==> src/design/lzss_pkg.sv <==
`default_nettype none

package lzss_pkg;

  localparam int WINDOW_BYTES = 4096;
  localparam int WIN_AW = $clog2(WINDOW_BYTES);
  localparam int DIST_W = WIN_AW + 1;
  localparam int SIZE_W = 24;
  localparam int LEN_W = 5;
  localparam int POS_W = 4;
  localparam int MIN_MATCH = 3;
  localparam int FLAG_COUNT = 8;

  localparam logic [SIZE_W-1:0] SIZE_RESET = 24'hFF_FFFF;

  localparam logic [1:0] PHASE_FLAG  = 2'd0;
  localparam logic [1:0] PHASE_TOKEN = 2'd1;
  localparam logic [1:0] PHASE_MATCH = 2'd2;

  typedef struct packed {
    logic [7:0] out_byte;
    logic       byte_valid;
    logic       run_end;
    logic       stream_done;
    logic       bad_reference;
  } result_t;

endpackage

`default_nettype wire

==> src/design/lzss_out_reg.sv <==
`default_nettype none

module lzss_out_reg (
  input  wire logic              clk,
  input  wire logic              rst,
  input  wire logic              load,
  input  wire lzss_pkg::result_t d,
  input  wire logic              out_stall,
  output logic                   out_valid,
  output lzss_pkg::result_t      q,
  output logic                   slot_free
);

  import lzss_pkg::*;

  assign slot_free = !out_valid || !out_stall;

  always_ff @(posedge clk) begin
    if (rst) begin
      out_valid <= 1'b0;
    end else if (load) begin
      out_valid <= 1'b1;
    end else if (!out_stall) begin
      out_valid <= 1'b0;
    end
  end

  always_ff @(posedge clk) begin
    if (load) begin
      q <= d;
    end
  end

endmodule

`default_nettype wire

==> config.mk <==
export PLATFORM = sky130hd
export DESIGN_NAME = lzss_out_reg
export DESIGN_NICKNAME = d
export VERILOG_FILES = /design/src/design/lzss_pkg.sv /design/src/design/lzss_out_reg.sv
export SDC_FILE = /design/constraint.sdc
export NUM_CORES = 1
export LEC_CHECK = 0
export BUFFER_PORTS_ARGS = -buffer_cell sky130_fd_sc_hd__buf_2
export CORE_AREA = 2 2 39 41
export CTS_CLUSTER_DIAMETER = 200
export DETAILED_ROUTE_END_ITERATION = 6
export DIE_AREA = 0 0 41 43
export PLACE_DENSITY = 0.66
export SLEW_MARGIN = 20
export SYNTH_ARGS = -nofsm -noshare
export SYNTH_HDL_FRONTEND = slang
export SYNTH_SLANG_ARGS = --single-unit
==> constraint.sdc <==
create_clock -name clk -period 0.8 [get_ports clk]
set_input_delay 0.08 -clock clk [delete_from_list [all_inputs] [get_ports clk]]
set_output_delay 0.08 -clock clk [all_outputs]
set_load 0.01 [all_outputs]
---- Word level (Yosys, flattened, before mapping) ----
Index checks and enable logic that the tools add are counted.
Widths: inputs -> output; s select.
operators by class
  equality and inequality tests ........... 1
  muxes and demuxes ....................... 2
  reduce and logical (&&, ||, !) cells .... 3
operator list
  cell                count
  $logic_not 1->1     2
  $mux 1              2
  $ne 2x2->1 const B  1
  $logic_or 1x1->1    1
word-level totals
  bits in registers ....................... 13
  output and inout port bits .............. 14

---- Logic depth before layout (Yosys ltp) ----
  word-level depth ........................ 2
  gate-level depth with buffers ........... 2
  depth with buffers taken out ............ 2

---- Least setup slack after synthesis ----
No wires, ideal clock.
  path type ............................... reg2reg
  start point ............................. register, netlist name out_valid
  end point ............................... register out_valid
  library setup time ...................... 0.114 ns
  data arrival time ....................... 0.487 ns
  slack ................................... 0.199 ns
  stages on the path, launching flop included .. 3
  path buffers ............................ 0
  clock period less this slack ............ 0.601 ns
  cells stage by stage .................... dfxtp_1 a21oi_1 nor2_1
RTL lines
  item                    line                RTL
  end signal: assignment  lzss_out_reg.sv:20  out_valid <= 1'b0;
  end signal: assignment  lzss_out_reg.sv:22  out_valid <= 1'b1;
  end signal: assignment  lzss_out_reg.sv:24  out_valid <= 1'b0;
  end: declaration        lzss_out_reg.sv:9   output logic out_valid,

---- Worst setup path in the final report ----
  start point ............................. register q[6] (netlist bit)
  end point ............................... output port q[6] (netlist bit)
RTL lines
  item                      line                RTL
  start: declaration        lzss_out_reg.sv:10  output lzss_pkg::result_t q,
  start signal: assignment  lzss_out_reg.sv:30  q <= d;
No word-level cell between the ends.

==> flow_summary.json <==
{
  "worst_pin_slew_ps": 270,
  "first_pass_grt_wire_length_mm": 1.32,
  "maxCapViolCount": 0,
  "detailedRoute.firstPassIterationCount": 3,
  "yosys_register_bits": 13,
  "tritoncts_num_sinks": 13,
  "yosysWarningCount": 0,
  "achievable-frequency_mhz": 1140,
  "holdWs_ps": 81.5,
  "setup_ws_ps": -80.2,
  "placement.io_buffers": 29,
  "worstSetupPathDepth": 1,
  "worst_r2r_src": "out_valid",
  "die_height_um": 43,
  "grt_usage_pct": 12.2,
  "gp_congestion": 0.536,
  "final.period_utilization_pct": 110,
  "crit_fanout": 1,
  "cts.repair_timing.setup_buffer_count": 0,
  "leakage_power_figure_nw": 0.319,
  "critPathBufInv": 1,
  "synth_sequential_area_ratio_pct": 96.8,
  "ioPinCount": 30,
  "final_common_cell": "sky130_fd_sc_hd__buf_2",
  "timing.rr.end": "out_valid",
  "antenna-diode-count": 0,
  "via_total_after_detailed_routing": 305,
  "die_area_um2": 1760,
  "post_synth_instance_area_um2": 393,
  "num-nets-final": 79,
  "fp.coreArea_um2": 1380,
  "run_status": "finished with violations",
  "cts_inserted_buffers": 3,
  "wirelength_um": 914,
  "clock_latency_ps": 260,
  "wl_per_instance_um": 11.7,
  "synth.distinct_cells": 5,
  "syn2layout_area_growth_pct": 86.0,
  "syn_area_per_cell_um2": 24.6,
  "max-vdd-ir-drop_mv": 0.977,
  "cp_data_arrival_time_ps": 800,
  "worst_r2r_path_depth": 2,
  "cp-startpoint": "q[6]",
  "tritoncts": "yes",
  "initial_utilization_pct": 28.4,
  "ctsRootBufferMaster": "sky130_fd_sc_hd__clkbuf_4",
  "cts.reportedPaths.clkPinSlew_ps": 70,
  "min_period_ps": 880,
  "finalClockSkew_ps": 0,
  "met3_routing_resource_usage_after_global_routing_pct": 5.24,
  "crit_end": "q[6]",
  "use_met2_pct": 20.9,
  "violations": "setup timing",
  "globalRoute.totalOverflow": 0,
  "cts_htree_levels": 1,
  "synth.net_count": 32,
  "timing.final.max_slew_violations": 0,
  "chipWidth_um": 41,
  "final_hold_vios": 0,
  "cell_count_after_synthesis": 16,
  "critical-path-max-stage-delay_ps": 380,
  "drive_gt1_share_pct": 54.8,
  "mostFrequentLayoutCells": "27 x sky130_fd_sc_hd__buf_2, 13 x sky130_fd_sc_hd__dlygate4sd3_1, 12 x sky130_fd_sc_hd__edfxtp_1, 3 x sky130_fd_sc_hd__clkbuf_4, 2 x sky130_fd_sc_hd__buf_6",
  "power-per-cell-area_nw_per_um2": 1900,
  "grt_util_met1_pct": 10.5,
  "cp_top_family": "flip-flops",
  "grt_pass1_vias": 319,
  "post-route-drc-count": 0,
  "critical_path.endpoint_type": "output port",
  "timing.critical_path.from_type": "flop",
  "timing.setup.tns_ps": -714,
  "path_cells": "buf_2",
  "viasPerCell": 3.91,
  "pin_count_of_the_biggest_net_entering_global_routing": 14,
  "relSlewSlack_pct": 82.0,
  "rsz_0062_raised_after_global_routing": "yes",
  "worst-setup-path-type": "reg -> out",
  "clock_tree.buffer_depth": 2,
  "required_ps": 720,
  "final_util_pct": 52.8,
  "grt_antenna_before_repair": 0,
  "hold_path.class": "in -> reg",
  "r2r_setup_slack_ps": 180,
  "ant_nets": 0,
  "place_area_um2": 558,
  "layout.cell_area.non_filler_um2": 731,
  "drt-initial-drc-count": 2,
  "report.final.setup_viol": 14,
  "crit_slowest_cell": "sky130_fd_sc_hd__edfxtp_1",
  "fp-row-count": 14,
  "busiest_layer": "met2"
}
final cells by class:
type	instances	area (um^2)
tap	16	20.0
multi-input combinational	3	15.0
sequential	13	382
timing repair buffer	42	288
clock buffer	4	26.3
fill	119	653
cell families after synthesis:
group	share of synthesized area (%)
flops	96.8
simple gates	1.91
compound gates	1.27
routing by layer:
layer / part of all wire (%) / wire (um)
met5: 0 / 0
met2: 52 / 473
met1: 37 / 340
met3: 10 / 93
met4: 0.55 / 5
state kept, by name, indices dropped and copies added (netlist names):
name,cells
out_valid,1
q,12
what timing repair did:
action                                  in CTS  in global routing
cloned                                       0                  0
resized for setup                            2                  2
hold buffers                                12                  1
endpoints found under the setup margin      14                 14
pin swaps                                    0                  0
hold endpoints to repair                    12                  1
power by group:
part	switching, mW	total, mW	internal, mW
clock	0.193	0.386	0.193
combinational	0.0786	0.188	0.110
sequential	0.0149	0.815	0.800
cells in the mapped netlist (all sizes together):
library cell	n	area, um^2
edfxtp	12	360
nand2	1	3.75
nor2	1	3.75
a21oi	1	5.00
dfxtp	1	20.0
how the worst min path moves through the flow:
stage                    from        end  slack (ps)  cells after the start
floorplan                 rst  out_valid         150                      1
global placement          rst  out_valid         240                      2
detailed placement        rst  out_valid         240                      2
CTS                      d[2]       q[2]           1                      1
global route        out_stall  out_valid          90                      3
finish              out_stall  out_valid          80                      3
stage by stage:
stage	total power, mW	std cells	worst slack [ps]
3_5_place_dp	0.962	61	127
4_1_cts	1.40	77	-102
2_1_floorplan	0.864	16	199
5_1_grt	1.47	78	-123
6_report	1.39	78	-80.2
3_3_place_gp	0.957	61	145
(Power assumes the default switching activity.)
